[config.mk]
export PLATFORM = sky130hd
export DESIGN_NAME = compacting_task_queue_unit
export DESIGN_NICKNAME = d
export VERILOG_FILES = /design/src/ctq_pkg.sv /design/src/ctq_ram.sv /design/src/compacting_task_queue_unit.sv
export SDC_FILE = /design/constraint.sdc
export NUM_CORES = 1
export LEC_CHECK = 0
export BUFFER_PORTS_ARGS = -buffer_cell sky130_fd_sc_hd__buf_2
export CORE_ASPECT_RATIO = 2
export CORE_UTILIZATION = 35
export DETAILED_ROUTE_END_ITERATION = 16
export SETUP_SLACK_MARGIN = 0.15
export SYNTH_ARGS = -nofsm -noshare
export SYNTH_HDL_FRONTEND = slang
export SYNTH_SLANG_ARGS = --single-unit
[constraint.sdc]
create_clock -name clk -period 7.7 [get_ports clk]
set_input_delay 0.385 -clock clk [delete_from_list [all_inputs] [get_ports clk]]
set_output_delay 0.385 -clock clk [all_outputs]
set_load 0.01 [all_outputs]
[src/ctq_pkg.sv]
// Package for the compacting task queue: sizing constants, command codes
// and the request and result word types. No dependencies.
`timescale 1ns / 1ps

package ctq_pkg;

    localparam int CAPACITY    = 16;
    localparam int HANDLE_BITS = 16;

    localparam int IDX_W = (CAPACITY > 1) ? $clog2(CAPACITY) : 1;
    localparam int CNT_W = $clog2(CAPACITY + 1);

    typedef enum logic [1:0] {
        CMD_ENQUEUE = 2'd0,
        CMD_DEQUEUE = 2'd1,
        CMD_SEARCH  = 2'd2,
        CMD_REMOVE  = 2'd3
    } ctq_cmd_t;

    typedef struct packed {
        ctq_cmd_t    command;
        logic [15:0] task_handle;
        logic [3:0]  position;
    } ctq_req_t;

    typedef struct packed {
        logic        success;
        logic [15:0] handle_out;
        logic        found;
        logic [4:0]  occupancy;
        logic        empty_flag;
    } ctq_rsp_t;

endpackage

[src/ctq_ram.sv]
// Generic single-write, single-read RAM with registered read data.
// No dependencies.
`timescale 1ns / 1ps

module ctq_ram #(
    parameter int DEPTH = 16,
    parameter int WIDTH = 16,
    parameter int ADDR_W = (DEPTH > 1) ? $clog2(DEPTH) : 1
) (
    input  logic              clk,
    input  logic              we,
    input  logic [ADDR_W-1:0] waddr,
    input  logic [WIDTH-1:0]  wdata,
    input  logic [ADDR_W-1:0] raddr,
    output logic [WIDTH-1:0]  rdata
);

    logic [WIDTH-1:0] mem [DEPTH];

    always_ff @(posedge clk)
    begin
        if (we)
        begin
            mem[waddr] <= wdata;
        end
    end

    always_ff @(posedge clk)
    begin
        rdata <= mem[raddr];
    end

endmodule

[src/compacting_task_queue_unit.sv]
// Compacting task queue, top level: command sequencer around one entry RAM.
// Depends on ctq_pkg and ctq_ram.
// Sequence: enqueue and failing commands go from accept straight to the done
// state. Dequeue/remove at index i read entry i, then move each later entry
// down one place; search makes one RAM read per entry, stops on first hit.
// One word at a time: busy stays high until the cycle after done. The
// receiver cannot stall. rst_n (async, active low) empties the queue.
`timescale 1ns / 1ps

module compacting_task_queue_unit
    import ctq_pkg::*;
(
    input  logic     clk,
    input  logic     rst_n,
    input  logic     start,
    input  ctq_req_t request,
    output logic     busy,
    output logic     done,
    output ctq_rsp_t result
);

    // one-hot sequencer states
    typedef enum logic [4:0] {
        S_IDLE   = 5'b00001,
        S_TAKE   = 5'b00010,  // read data of the entry being taken out
        S_SHIFT  = 5'b00100,  // move entry ptr+1 down to ptr, one per cycle
        S_SEARCH = 5'b01000,  // compare entry ptr against the key
        S_DONE   = 5'b10000   // result strobe
    } state_t;

    state_t                 state_reg, state_next;
    logic [CNT_W-1:0]       count_reg, count_next;
    logic [IDX_W-1:0]       ptr_reg, ptr_next;
    logic [HANDLE_BITS-1:0] key_reg, key_next;
    logic                   success_reg, success_next;
    logic                   found_reg, found_next;
    logic [15:0]            hout_reg, hout_next;

    // RAM port signals
    logic                   ram_we;
    logic [IDX_W-1:0]       ram_waddr;
    logic [HANDLE_BITS-1:0] ram_wdata;
    logic [IDX_W-1:0]       ram_raddr;
    logic [HANDLE_BITS-1:0] ram_rdata;

    logic                   accept;
    logic [CNT_W:0]         ptr_plus1;
    logic [CNT_W:0]         ptr_plus2;
    logic [CNT_W+3:0]       pos_ext;
    logic [CNT_W+3:0]       cnt_ext;

    ctq_ram #(
        .DEPTH (CAPACITY),
        .WIDTH (HANDLE_BITS)
    ) u_ram (
        .clk   (clk),
        .we    (ram_we),
        .waddr (ram_waddr),
        .wdata (ram_wdata),
        .raddr (ram_raddr),
        .rdata (ram_rdata)
    );

    assign accept    = start && (state_reg == S_IDLE);
    assign ptr_plus1 = (CNT_W+1)'(ptr_reg) + (CNT_W+1)'(1);
    assign ptr_plus2 = (CNT_W+1)'(ptr_reg) + (CNT_W+1)'(2);
    assign pos_ext   = (CNT_W+4)'(request.position);
    assign cnt_ext   = (CNT_W+4)'(count_reg);

    always_comb
    begin
        state_next   = state_reg;
        count_next   = count_reg;
        ptr_next     = ptr_reg;
        key_next     = key_reg;
        success_next = success_reg;
        found_next   = found_reg;
        hout_next    = hout_reg;
        ram_we       = 1'b0;
        ram_waddr    = ptr_reg;
        ram_wdata    = ram_rdata;
        ram_raddr    = ptr_reg;

        case (state_reg)
            S_IDLE:
            begin
                if (accept)
                begin
                    success_next = 1'b0;
                    found_next   = 1'b0;
                    hout_next    = '0;
                    key_next     = HANDLE_BITS'(request.task_handle);
                    state_next   = S_DONE;
                    case (request.command)
                        CMD_ENQUEUE:
                        begin
                            if (count_reg < CNT_W'(CAPACITY))
                            begin
                                ram_we       = 1'b1;
                                ram_waddr    = IDX_W'(count_reg);
                                ram_wdata    = HANDLE_BITS'(request.task_handle);
                                count_next   = count_reg + CNT_W'(1);
                                success_next = 1'b1;
                            end
                        end
                        CMD_DEQUEUE:
                        begin
                            if (count_reg != '0)
                            begin
                                ram_raddr  = '0;
                                ptr_next   = '0;
                                state_next = S_TAKE;
                            end
                        end
                        CMD_SEARCH:
                        begin
                            success_next = 1'b1;
                            if (count_reg != '0)
                            begin
                                ram_raddr  = '0;
                                ptr_next   = '0;
                                state_next = S_SEARCH;
                            end
                        end
                        CMD_REMOVE:
                        begin
                            // index at or past the count fails
                            if (pos_ext < cnt_ext)
                            begin
                                ram_raddr  = IDX_W'(request.position);
                                ptr_next   = IDX_W'(request.position);
                                state_next = S_TAKE;
                            end
                        end
                        default:
                        begin
                            state_next = S_DONE;
                        end
                    endcase
                end
            end

            S_TAKE:
            begin
                hout_next    = 16'(ram_rdata);
                success_next = 1'b1;
                if (ptr_plus1 < (CNT_W+1)'(count_reg))
                begin
                    ram_raddr  = IDX_W'(ptr_plus1);
                    state_next = S_SHIFT;
                end
                else
                begin
                    count_next = count_reg - CNT_W'(1);
                    state_next = S_DONE;
                end
            end

            S_SHIFT:
            begin
                // rdata holds entry ptr+1; write it one place down
                ram_we    = 1'b1;
                ram_waddr = ptr_reg;
                ram_wdata = ram_rdata;
                ptr_next  = IDX_W'(ptr_plus1);
                if (ptr_plus2 < (CNT_W+1)'(count_reg))
                begin
                    ram_raddr = IDX_W'(ptr_plus2);
                end
                else
                begin
                    count_next = count_reg - CNT_W'(1);
                    state_next = S_DONE;
                end
            end

            S_SEARCH:
            begin
                if (ram_rdata == key_reg)
                begin
                    found_next = 1'b1;
                    state_next = S_DONE;
                end
                else if (ptr_plus1 < (CNT_W+1)'(count_reg))
                begin
                    ram_raddr = IDX_W'(ptr_plus1);
                    ptr_next  = IDX_W'(ptr_plus1);
                end
                else
                begin
                    state_next = S_DONE;
                end
            end

            S_DONE:
            begin
                state_next = S_IDLE;
            end

            default:
            begin
                state_next = S_IDLE;
            end
        endcase
    end

    always_ff @(posedge clk or negedge rst_n)
    begin
        if (!rst_n)
        begin
            state_reg <= S_IDLE;
            count_reg <= '0;
        end
        else
        begin
            state_reg <= state_next;
            count_reg <= count_next;
        end
    end

    // payload registers, no reset needed
    always_ff @(posedge clk)
    begin
        ptr_reg     <= ptr_next;
        key_reg     <= key_next;
        success_reg <= success_next;
        found_reg   <= found_next;
        hout_reg    <= hout_next;
    end

    assign busy = (state_reg != S_IDLE);
    assign done = (state_reg == S_DONE);

    // count is final by the time the strobe is up
    always_comb
    begin
        result.success    = success_reg;
        result.handle_out = hout_reg;
        result.found      = found_reg;
        result.occupancy  = 5'(count_reg);
        result.empty_flag = (count_reg == '0);
    end

endmodule

Yosys cells after proc, flatten, opt, wreduce, memory -nomap -nowiden
Memory sizes are Yosys's and may differ from the RTL's. A register that Yosys moved wholly into a read port is not among the register bits.
Cells that the tools add are included.
{"block": "word_totals", "input_bits": 25, "out_inout_bits": 26, "ramBits": 256, "wordCells": 94, "memories": 1, "register_bits": 48}
{"block": "op_classes", "addsub": 4, "muxes": 47, "n_reduce_logical": 14, "n_eq_ne": 17, "order_cmp": 4}
{"memory": "u_ram.mem", "words": 16, "width": 16, "read_ports": 1, "rd_ports_with_merged_regs": 1, "write_ports": 1, "line_no": "ctq_ram.sv:18", "rtl": "logic [WIDTH-1:0] mem [DEPTH];"}
{"cell": "two-way mux 16 bit", "n": 5}
{"cell": "two-way mux 5 bit", "n": 13}
{"cell": "two-way mux 4 bit", "n": 10}
{"cell": "case mux 16 bit (2 select lines)", "n": 1}
{"cell": "case mux 5 bit (3 select lines)", "n": 2}
{"cell": "case mux 5 bit (4 select lines)", "n": 1}
{"cell": "equality test 16 bit", "n": 1}
{"cell": "case mux 4 bit (4 select lines)", "n": 1}
{"cell": "case mux 4 bit (3 select lines)", "n": 1}
{"cell": "< comparator 5 bit", "n": 2}
{"cell": "two-way mux 1 bit", "n": 8}
{"cell": "!= test 2 bit, second input constant", "n": 4}
{"cell": "case mux 1 bit (2 select lines)", "n": 4}
{"cell": "case mux 4 bit (2 select lines)", "n": 1}
{"cell": "AND reduction 3 bit", "n": 2}
{"cell": "AND reduction 6 bit", "n": 1}
{"cell": "nonzero test 3 bit", "n": 2}
{"cell": "adder 4 x 1 -> 5 bit, second input constant", "n": 1}
{"cell": "adder 4 x 2 -> 5 bit, second input constant", "n": 1}
{"cell": "adder 5 x 1 -> 5 bit, second input constant", "n": 1}
{"cell": "equality test 5 x 1 -> 1 bit, second input constant", "n": 1}
{"cell": "equality test 5 x 2 -> 1 bit, second input constant", "n": 1}
{"cell": "equality test 5 x 3 -> 1 bit, second input constant", "n": 1}
{"cell": "equality test 5 x 4 -> 1 bit, second input constant", "n": 1}
{"cell": "other kinds (16)", "n": 20}

Longest topological paths before layout
Gate-level depths: netlist (run 1).
{"block": "logic_depth", "ltp_word": 7, "ltp_mapped": 18, "ltp_nobuf": 13}

By module
Synthesis (run 1) repeated with hierarchy kept, for this count alone.
{"block": "hier_totals", "hier_cells": 742, "hier_area_um2": 13371.6}
{"module": "ctq_ram", "seq_area_each_um2": 8007.7, "n_inst": 1, "cells_per_inst": 432, "area_per_inst_um2": 10042.1}
{"module": "compacting_task_queue_unit", "seq_area_each_um2": 1392.6, "n_inst": 1, "cells_per_inst": 310, "area_per_inst_um2": 3329.4}

Worst setup path after synthesis (run 1)
OpenSTA, ideal clock, no wires.
{"block": "synth_path", "path_kind": "reg-to-reg", "startpoint": "register ptr_reg[1]", "endpoint": "register u_ram.rdata[10] (read register of u_ram.mem)", "path_slack_ns": 4.312, "n_path_buf": 4, "required_time_ns": 7.578, "path_stages_with_launch": 18, "arrival_time_ns": 3.266, "path_cell_list": "edfxtp_1 ha_1 xor2_1 ha_1 a21o_1 a31oi_1 o21a_1 buf_2 o21ai_0 a22o_1 a31oi_1 o32a_1 buf_4 buf_6 buf_12 mux2_2 o22ai_1 o21ai_1"}
{"block": "synth_between", "elab_chain_cells": 5, "elab_cells_between_ends": 12}
{"element": "from (decl)", "line_no": "compacting_task_queue_unit.sv:33", "rtl": "logic [IDX_W-1:0] ptr_reg, ptr_next;"}
{"element": "from (signal assigned)", "line_no": "compacting_task_queue_unit.sv:224", "rtl": "ptr_reg <= ptr_next;"}
{"element": "adder 4 x 1 -> 5 bit", "line_no": "compacting_task_queue_unit.sv:65", "rtl": "assign ptr_plus1 = (CNT_W+1)'(ptr_reg) + (CNT_W+1)'(1);"}
{"element": "< comparator 5 bit", "line_no": "compacting_task_queue_unit.sv:147, compacting_task_queue_unit.sv:184"}
{"element": "two-way mux 4 bit", "line_no": "compacting_task_queue_unit.sv:147, compacting_task_queue_unit.sv:184"}
{"element": "two-way mux 4 bit"}
{"element": "case mux 4 bit (4 select lines) *", "line_no": "compacting_task_queue_unit.sv:84", "rtl": "case (state_reg)"}
{"element": "to (decl)", "line_no": "ctq_ram.sv:15", "rtl": "output logic [WIDTH-1:0] rdata"}
Mark *: on every way between the ends. The rest lies on a longest branch, timed or not.
A chain may end at the register's enable or synchronous reset.

Final worst setup path (run 1)
{"block": "layout_path", "startpoint": "register ptr_reg[0]", "endpoint": "register u_ram.rdata[8] (read register of u_ram.mem)"}
Same word-level chain as after synthesis.

==> report_table.html, run 1 <==
<table>
<tr><th>Metric</th><th>Value</th></tr>
<tr><th colspan="2">Status</th></tr>
<tr><td>Run status</td><td>complete, no violations</td></tr>
<tr><th colspan="2">Cells and area</th></tr>
<tr><td>Final layout net count</td><td>1000</td></tr>
<tr><td>Area Overhead vs Synth</td><td>12.41%</td></tr>
<tr><td>Fraction of layout cells with a size suffix above 1</td><td>19.94%</td></tr>
<tr><td>Flip-flop count of the largest register after layout</td><td>256</td></tr>
<tr><td>Core Util, Final</td><td>39.76%</td></tr>
<tr><td>ANT cells</td><td>0</td></tr>
<tr><td>Reg with most FFs</td><td>u_ram.mem</td></tr>
<tr><td>Fill cell instance count of the final layout</td><td>3600</td></tr>
<tr><th colspan="2">Setup path</th></tr>
<tr><td>Startpoint class of the critical path</td><td>flop</td></tr>
<tr><td>Worst Path Required</td><td>8.12 ns</td></tr>
<tr><td>Classification of the worst setup path</td><td>flop to flop</td></tr>
<tr><td>Max FO, Critical Path</td><td>50</td></tr>
<tr><td>Critical Path Sink Type</td><td>flop</td></tr>
<tr><td>Arrival time worst endpoint</td><td>5.57 ns</td></tr>
<tr><td>Length in cells of the worst reg-to-reg path</td><td>14</td></tr>
<tr><th colspan="2">GRT</th></tr>
<tr><td>Most congested layer reported by global routing</td><td>met2</td></tr>
<tr><td>Overall track demand over capacity in global routing</td><td>16.36%</td></tr>
<tr><td>GRT Residual Overflow</td><td>0</td></tr>
<tr><td>Initial antenna violation count</td><td>0</td></tr>
<tr><td>Largest net degree at the start of global routing</td><td>between 50 and 60</td></tr>
<tr><td>First-pass GRT wire length</td><td>~48000 um</td></tr>
<tr><td>Global routing met2 resource utilization</td><td>~33%</td></tr>
<tr><td>GR Util met1</td><td>16.70%</td></tr>
<tr><td>Global-route met3 utilization</td><td>1.613%</td></tr>
<tr><td>Number of global-route vias before repair</td><td>7946</td></tr>
<tr><th colspan="2">Timing</th></tr>
<tr><td>Final Hold Fails</td><td>0</td></tr>
<tr><td>Sum of negative setup slack</td><td>0 ns</td></tr>
<tr><td>Smallest setup slack after layout</td><td>2.549 ns</td></tr>
<tr><td>Final worst-path cycle share</td><td>about two thirds</td></tr>
<tr><td>Number of endpoints failing setup at the final stage</td><td>0</td></tr>
<tr><td>Unrepaired setup endpoints after global routing</td><td>no</td></tr>
<tr><td>Skew final</td><td>0.01246 ns</td></tr>
<tr><td>Maximum operating frequency</td><td>194.1 MHz</td></tr>
<tr><td>Slew headroom</td><td>approximately a third</td></tr>
<tr><td>Final number of max-transition violations</td><td>0</td></tr>
<tr><td>Final critical path time including I/O delays and setup</td><td>5.151 ns</td></tr>
<tr><td>Transition time at the pin with the least slew margin</td><td>a little under 1 ns</td></tr>
<tr><th colspan="2">Clocking</th></tr>
<tr><td>Clock latency of the later-clocked register in the worst-skew pair</td><td>around 0.55 ns</td></tr>
<tr><td>Post-CTS setup-driven buffer insertion count</td><td>0</td></tr>
<tr><td>Resize count post-CTS</td><td>0</td></tr>
<tr><td>CTS Hold Bufs</td><td>1</td></tr>
<tr><td>Clk Tree Root Cell</td><td>clkbuf_16</td></tr>
<tr><td>Clock-pin slew on the worst setup and hold paths</td><td>approximately 0.07 ns</td></tr>
<tr><td>Cts bufs inserted</td><td>25</td></tr>
<tr><td>Clock tree from TritonCTS</td><td>built</td></tr>
<tr><td>TritonCTS Sinks</td><td>320</td></tr>
<tr><td>CTS max path bufs</td><td>3</td></tr>
<tr><td># H-tree levels</td><td>1</td></tr>
<tr><th colspan="2">Yosys</th></tr>
<tr><td>Mean Syn Cell Area</td><td>15.27 sq um</td></tr>
<tr><td>Primary flip-flop cell chosen by synthesis mapping</td><td>edfxtp_1</td></tr>
<tr><td>Post-Syn Area</td><td>about 0.014 sq mm</td></tr>
<tr><td>Post-Syn Nets</td><td>about 940</td></tr>
<tr><td>Yosys warnings</td><td>0</td></tr>
<tr><td>Xor-xnor portion of the synthesized cell area</td><td>1.537%</td></tr>
<tr><td>Multiplexer area fraction after synthesis</td><td>12.29%</td></tr>
<tr><td>Number of synthesized flops with an enable pin</td><td>294</td></tr>
<tr><td>Post-Synth Adder-Cell Area</td><td>1.976%</td></tr>
<tr><td>Combinational family with the most area after synthesis</td><td>multiplexers</td></tr>
<tr><td>Async set-or-reset flop fraction in the synthesized netlist</td><td>3.125%</td></tr>
<tr><td>Complex-gate fraction of the synthesized area</td><td>roughly 7.1%</td></tr>
<tr><td>Sequential-to-total area share from yosys stat</td><td>between 60 and 70%</td></tr>
<tr><td>Post-synthesis instance total</td><td>around 900</td></tr>
<tr><td>Synth cell types</td><td>63</td></tr>
<tr><td>Simple-Gate Fraction of Synth Area</td><td>5.882%</td></tr>
<tr><td>Flop and latch count out of synthesis</td><td>320</td></tr>
<tr><th colspan="2">Power</th></tr>
<tr><td>Max IR drop VDD</td><td>around 0.31 mV</td></tr>
<tr><td>Leakage power figure</td><td>5.491 nW</td></tr>
<tr><td>Power after layout</td><td>0.007110 W</td></tr>
<tr><td>Power density over the cells</td><td>462.4 mW/mm^2</td></tr>
<tr><th colspan="2">Placement</th></tr>
<tr><td>Total half-perimeter wirelength after legalization and detailed placement</td><td>22140 um</td></tr>
<tr><td>Worst slack, placed</td><td>2.504 ns</td></tr>
<tr><td>Routability cong.</td><td>~0.91</td></tr>
<tr><td>Number of port buffers</td><td>50</td></tr>
<tr><th colspan="2">Drt</th></tr>
<tr><td>Final wirelength</td><td>31870 um</td></tr>
<tr><td>Via density per instance</td><td>5.111</td></tr>
<tr><td>Residual DRC</td><td>0</td></tr>
<tr><td>Wirelength per Cell</td><td>21.34 um</td></tr>
<tr><td>DR vias</td><td>7630</td></tr>
<tr><td>Starting DRT DRC Count</td><td>531</td></tr>
<tr><td>Antenna viol nets, final</td><td>0</td></tr>
<tr><td>Number of iterations in the first detailed-routing pass</td><td>4</td></tr>
<tr><th colspan="2">Die</th></tr>
<tr><td>Vertical extent of the die</td><td>approximately 280 um</td></tr>
<tr><td>I/O pin count</td><td>51</td></tr>
<tr><td>DIE AREA</td><td>approximately 0.040 sq mm</td></tr>
<tr><td>Number of cell rows</td><td>102</td></tr>
<tr><td>Core ar.</td><td>0.03867 sq mm</td></tr>
<tr><td>Initial Utilization</td><td>between 30% and 40%</td></tr>
<tr><td>Width of the die</td><td>141.8 um</td></tr>
<tr><th colspan="2">Worst hold path</th></tr>
<tr><td>Hold Path Depth</td><td>1</td></tr>
<tr><td>Path class of the lowest-slack min-delay path</td><td>primary input to flop</td></tr>
<tr><th colspan="2">Run</th></tr>
<tr><td>Number of violations of the max-capacitance limit</td><td>0</td></tr>
</table>
==> cell type report <==
type	count	area [sq um]	share of cell area, %
clock inverters	19	232.7	1.514
inverters	18	67.56	0.4394
multi-input cells	516	3966	25.80
well taps	520	650.6	4.231
flip-flops and latches	320	9400	61.14
repair buffers	73	425.4	2.767
clock buffers	27	633.1	4.118
==> power breakdown <==
part	total, W	internal [W]	switching [W]
clock	0.00136	0.000745	0.000614
sequential	0.00251	0.00234	0.000167
combinational	0.00325	0.00126	0.00198
total	0.00711	0.00435	0.00276
==> Yosys cell counts (16+ instances only) <==
library cell,number,area (sq um)
dfxtp_1,16,320.3
a22oi_1,17,127.6
o221ai_1,16,140.1
ha_1,20,250.2
mux2_2,64,720.7
o22ai_1,17,106.4
o21ai_1,16,80.08
and2_1,17,106.4
inv_1,17,63.81
edfxtp_1,294,8828
nand2_1,78,292.8
xor2_1,20,175.2
nor2_1,33,123.9
mux2i_1,96,960.9
==> cell usage in the layout (no fill, tap or decap), types with 5 or more instances in the layout <==
cell | netlist | layout
inv_1 | 17 | 17
a21oi_1 | 10 | 10
o221ai_1 | 16 | 16
buf_4 | 9 | 22
buf_2 | 13 | 50
nand2_1 | 78 | 78
o22ai_1 | 17 | 17
a21o_1 | 7 | 7
ha_1 | 20 | 20
nor4_1 | 6 | 6
mux2i_1 | 96 | 96
and2_1 | 17 | 17
xor2_1 | 20 | 20
nor3_1 | 11 | 10
edfxtp_1 | 294 | 294
a22oi_1 | 17 | 17
o21ai_0 | 13 | 13
dfxtp_1 | 16 | 16
nor2_1 | 33 | 29
nor2b_1 | 5 | 5
o21ai_1 | 16 | 16
dfrtp_1 | 9 | 9
a31oi_1 | 9 | 9
mux2_2 | 64 | 64
clkbuf_16 | 0 | 25
==> layer usage <==
metal | up-vias | share of wire (%) | wire (um)
met2 | 165 | 57 | 18140
met4 | 0 | 4.1 | 1318
li1 | 3558 | - | -
met1 | 3832 | 36 | 11530
met5 | - | 0 | 0
met3 | 75 | 2.7 | 870
==> cell families (layout without fill, tap and decap cells) <==
| group | Yosys count | count (layout) |
|---|---|---|
| buffers and inverters | 60 | 137 |
| AND/OR/NAND/NOR | 174 | 174 |
| AO/OA/AOI/OAI | 137 | 137 |
| XOR/XNOR | 24 | 24 |
| adder cells (fa/ha/maj) | 21 | 21 |
| flip-flops | 320 | 320 |
| multiplexers | 160 | 160 |
==> critical path: stages, from the launching register on <==
cell and delay (ns):
edfxtp_1 0.66, ha_1 0.35, xor2_1 0.22, ha_1 0.28, a21o_1 0.18, a31oi_1 0.22, o21a_1 0.40, o21ai_0 0.15
a22o_1 0.20, a31oi_1 0.20, o32a_2 0.58, buf_4 0.66, mux2_2 0.41, o221ai_1 0.30, o21ai_1 0.10
==> final timing paths <==
path / from / to / slack, ns
min in group asynchronous: rst_n / count_reg[1] / 0.25
max in group asynchronous: rst_n / state_reg[0] / 7.17
setup / recovery: ptr_reg[0] / u_ram.rdata[8] / 2.55
hold / removal: request[11] / key_reg[7] / 0.03
setup reg to reg: ptr_reg[0] / u_ram.rdata[8] / 2.55
hold reg to reg: u_ram.rdata[2] / hout_reg[2] / 0.61
==> stage by stage <==
| step | hold slack (ns) | instances | instance area, sq um |
|---|---|---|---|
| floorplan | 0.08941 | 896 | 13680 |
| global placement | 0.2708 | 1446 | 14500 |
| detailed placement | 0.2750 | 1446 | 14500 |
| CTS | 0.001679 | 1493 | 15380 |
| global route | 0.01655 | 1493 | 15380 |
| finish | 0.03009 | 1493 | 15380 |
Power figures use the tool's default switching activity.
==> inputs of run 2 (changes only) <==
- ABC_AREA: default -> 1
- clock period: 7.7 -> 4.6 ns (I/O delays scaled with it)
==> report_table.html, run 2 <==
<table>
<tr><th>Metric</th><th>Value</th></tr>
<tr><th colspan="2">Yosys</th></tr>
<tr><td>Synth cell types</td><td>38 (-40%)</td></tr>
<tr><td>Post-synthesis instance total</td><td>1367 (+53%)</td></tr>
<tr><td>Post-Syn Area</td><td>0.01434 sq mm (+4.8%)</td></tr>
<tr><td>Number of synthesized flops with an enable pin</td><td>294 (unchanged)</td></tr>
<tr><td>Flop and latch count out of synthesis</td><td>320 (unchanged)</td></tr>
<tr><td>Primary flip-flop cell chosen by synthesis mapping</td><td>edfxtp_1</td></tr>
<tr><td>Mean Syn Cell Area</td><td>10.49 sq um (-31%)</td></tr>
<tr><td>Fraction of synthesized cell area taken by the top area cell type</td><td>61.56% (-3.0 points)</td></tr>
<tr><td>Post-Syn Nets</td><td>1413 (+50%)</td></tr>
<tr><td>Yosys warnings</td><td>0 (unchanged)</td></tr>
<tr><td>Cell with the most instances after synthesis</td><td>nand2_1</td></tr>
<tr><td>Most numerous cell types in the synthesized netlist</td><td>nand2_1 (355), nand3_1 (312), edfxtp_1 (294)</td></tr>
<tr><td>Largest area contributor in the netlist</td><td>edfxtp_1</td></tr>
<tr><td>Area contributors post-synth</td><td>edfxtp_1 (62%), nand3_1 (11%), nand2_1 (9.3%), nor2_1 (2.3%), inv_1 (2.3%)</td></tr>
<tr><td>Sequential-to-total area share from yosys stat</td><td>65.55% (-3.2 points)</td></tr>
<tr><td>Async set-or-reset flop fraction in the synthesized netlist</td><td>3.125% (unchanged)</td></tr>
<tr><th colspan="2">Timing</th></tr>
<tr><td>Unrepaired setup endpoints after global routing</td><td>no</td></tr>
<tr><td>Slew headroom</td><td>10.67% (-23 points)</td></tr>
<tr><td>Number of endpoints failing setup at the final stage</td><td>0 (unchanged)</td></tr>
<tr><td>Maximum operating frequency</td><td>260.9 MHz (+34%)</td></tr>
<tr><td>Post-Route Hold Slack</td><td>0.07500 ns (+0.04491 ns)</td></tr>
<tr><td>Final Hold Fails</td><td>0 (unchanged)</td></tr>
<tr><td>Sum of negative setup slack</td><td>0 ns (unchanged)</td></tr>
<tr><td>Final number of max-transition violations</td><td>0 (unchanged)</td></tr>
<tr><td>Transition time at the pin with the least slew margin</td><td>1.340 ns (+0.3492 ns)</td></tr>
<tr><td>Skew final</td><td>0.02789 ns (+0.01543 ns)</td></tr>
<tr><td>Final critical path time including I/O delays and setup</td><td>3.833 ns (-1.318 ns)</td></tr>
<tr><td>Final worst-path cycle share</td><td>83.33% (+16 points)</td></tr>
<tr><th colspan="2">Die</th></tr>
<tr><td>Width of the die</td><td>145.1 um (+2.4%)</td></tr>
<tr><td>DIE AREA</td><td>0.04184 sq mm (+4.8%)</td></tr>
<tr><td>Initial Utilization</td><td>35.55% (+0.18 points)</td></tr>
<tr><td>I/O pin count</td><td>51 (unchanged)</td></tr>
<tr><td>Number of cell rows</td><td>104 (+2.0%)</td></tr>
<tr><td>Vertical extent of the die</td><td>288.3 um (+2.4%)</td></tr>
<tr><td>Core ar.</td><td>0.04034 sq mm (+4.3%)</td></tr>
<tr><th colspan="2">Placement</th></tr>
<tr><td>Number of port buffers</td><td>50 (unchanged)</td></tr>
<tr><td>Total half-perimeter wirelength after legalization and detailed placement</td><td>25350 um (+14%)</td></tr>
<tr><td>Routability cong.</td><td>0.9521 (+4.8%)</td></tr>
<tr><th colspan="2">Clocking</th></tr>
<tr><td>Clock tree from TritonCTS</td><td>built</td></tr>
<tr><td>CTS max path bufs</td><td>3 (unchanged)</td></tr>
<tr><td>Clock-pin slew on the worst setup and hold paths</td><td>0.07 ns (about the same)</td></tr>
<tr><td>Clk Tree Root Cell</td><td>clkbuf_16</td></tr>
<tr><td>Clock latency of the later-clocked register in the worst-skew pair</td><td>0.57 ns (+0.02 ns)</td></tr>
<tr><td># H-tree levels</td><td>1 (unchanged)</td></tr>
<tr><td>Cts bufs inserted</td><td>26 (+4.0%)</td></tr>
<tr><td>TritonCTS Sinks</td><td>320 (unchanged)</td></tr>
<tr><th colspan="2">Drt</th></tr>
<tr><td>DR vias</td><td>10100 (+32%)</td></tr>
<tr><td>Number of iterations in the first detailed-routing pass</td><td>5 (+1)</td></tr>
<tr><td>Wirelength per Cell</td><td>19.73 um (-7.5%)</td></tr>
<tr><td>Via density per instance</td><td>5.096 (-0.29%)</td></tr>
<tr><td>Final wirelength</td><td>39110 um (+23%)</td></tr>
<tr><td>Antenna viol nets, final</td><td>0 (unchanged)</td></tr>
<tr><td>Starting DRT DRC Count</td><td>865 (+63%)</td></tr>
<tr><td>Residual DRC</td><td>0 (unchanged)</td></tr>
<tr><th colspan="2">Status</th></tr>
<tr><td>Run status</td><td>complete, no violations</td></tr>
<tr><th colspan="2">Cells and area</th></tr>
<tr><td>Fill cell instance count of the final layout</td><td>3819 (+6.1%)</td></tr>
<tr><td>ANT cells</td><td>0 (unchanged)</td></tr>
<tr><td>Flip-flop count of the largest register after layout</td><td>256 (unchanged)</td></tr>
<tr><td>Leading cell type in the layout, fill and taps excluded</td><td>nand2_1</td></tr>
<tr><td>Final layout net count</td><td>1478 (+48%)</td></tr>
<tr><td>Area Overhead vs Synth</td><td>13.68%</td></tr>
<tr><td>Core Util, Final</td><td>40.42% (+0.65 points)</td></tr>
<tr><td>Fraction of layout cells with a size suffix above 1</td><td>11.98% (-8.0 points)</td></tr>
<tr><td>Reg with most FFs</td><td>u_ram.mem</td></tr>
<tr><td>Most used cells in the layout excluding fill and tap cells</td><td>nand2_1 (353), nand3_1 (312), edfxtp_1 (294)</td></tr>
<tr><th colspan="2">Setup path</th></tr>
<tr><td>Arrival time worst endpoint</td><td>4.29 ns (-1.28 ns)</td></tr>
<tr><td>Startpoint class of the critical path</td><td>flop</td></tr>
<tr><td>Worst Path Required</td><td>5.05 ns (-3.07 ns)</td></tr>
<tr><td>Classification of the worst setup path</td><td>flop to flop</td></tr>
<tr><td>Max FO, Critical Path</td><td>64 (+28%)</td></tr>
<tr><td>Critical Path Sink Type</td><td>flop</td></tr>
<tr><th colspan="2">GRT</th></tr>
<tr><td>Number of global-route vias before repair</td><td>9974 (+26%)</td></tr>
<tr><td>Overall track demand over capacity in global routing</td><td>18.91% (+2.5 points)</td></tr>
<tr><td>GRT Residual Overflow</td><td>0 (unchanged)</td></tr>
<tr><td>Largest net degree at the start of global routing</td><td>129 (+150%)</td></tr>
<tr><td>First-pass GRT wire length</td><td>59440 um (+23%)</td></tr>
<tr><td>Initial antenna violation count</td><td>0 (unchanged)</td></tr>
<tr><th colspan="2">Worst hold path</th></tr>
<tr><td>Path class of the lowest-slack min-delay path</td><td>primary input to asynchronous set/reset pin</td></tr>
<tr><th colspan="2">Run</th></tr>
<tr><td>Number of violations of the max-capacitance limit</td><td>0 (unchanged)</td></tr>
</table>
[run 2: cell types whose count changed in the layout (fill, tap and decap cells not counted), moves of 44 or more]
| cell | delta |
|---|---|
| inv_1 | +71 |
| mux2_2 | -64 |
| mux2i_1 | -96 |
| nand2_1 | +275 |
| nand3_1 | +310 |
| nor2_1 | +44 |
[run 2: kinds of logic after synthesis]
logic type                 Yosys count  share of synthesized area [%]
AOI/OAI and AO/OA                   52                          2.042
DFF                                320                          65.55
xor gates and xnor gates             9                         0.5497
and+or+nand+nor                    799                          24.88
adders and majority gates           21                          1.884
buffers and inverters              166                          5.095
[run 2: layer usage]
layer / up-vias / global-route usage, % / routed length (um)
met5: - / 0 / 0
met2: 349 / 37.25 / 21620
li1: 4825 / - / -
met3: 112 / 1.785 / 1883
met1: 4814 / 19.06 / 13320
met4: 0 / 11.29 / 2285
[run 2: critical path, cell delays in order (launching register included)]
cell and delay [ns]:
edfxtp_1 0.49, ha_1 0.24, xor2_1 0.17, o21ai_1 0.17
inv_1 0.08, ha_1 0.27, nand2_1 0.05, inv_1 0.08
nand4_2 0.11, nand3_2 0.18, nand2_1 0.10, nand2_1 0.07
nand2_1 0.06, nand3_1 0.12, nand4_1 0.17, nand2_2 0.12
buf_4 0.67, nand3_1 0.15, nand3_1 0.15, nand2_1 0.09
nand2_1 0.08, nand2_1 0.07
[run 2: area by class of cell]
class                           instances  area [sq um]  area share, %
Clock buffer                           32         683.2          4.190
Inverter                               96         360.3          2.210
Clock inverter                         16         175.2          1.074
Timing Repair Buffer                  107         748.2          4.589
Multi-Input combinational cell        881          4273          26.21
Sequential cell                       320          9400          57.66
Tap cell                              530         663.1          4.068
[run 2: stage by stage]
stage	cell area, sq um	setup slack (ns)	std cells
floorplan	14340	1.626	1367
global placement	15260	0.8052	1916
detailed placement	15260	0.8065	1916
CTS	16300	0.7935	1982
global route	16300	0.4904	1982
finish	16300	0.7670	1982
[run 2: path summary, 6_finish.rpt]
check | end | cells past startpoint | slack, ns | startpoint
max in group asynchronous | state_reg[0] | 2 | 4.25 | rst_n
min in group clk | success_reg | 4 | 0.24 | request[21]
hold / removal | state_reg[4] | 2 | 0.08 | rst_n
setup reg to reg | u_ram.rdata[7] | 21 | 0.77 | ptr_reg[2]
setup / recovery | u_ram.rdata[7] | 21 | 0.77 | ptr_reg[2]
hold reg to reg | hout_reg[12] | 2 | 0.60 | u_ram.rdata[12]
[run 2: repair_timing]
| item | 4_1_cts | 5_1_grt |
|---|---|---|
| buffers inserted | 0 | 0 |
| hold buffers | 18 | 0 |
| endpoints found under the hold margin | 27 | 0 |
| setup endpoints to repair | 0 | 0 |
| gates resized for setup | 0 | 0 |
Power of run 2 is left out: the tool's default activity adds up to more than one toggle a clock period on the data nets, which glitch-free logic cannot reach.
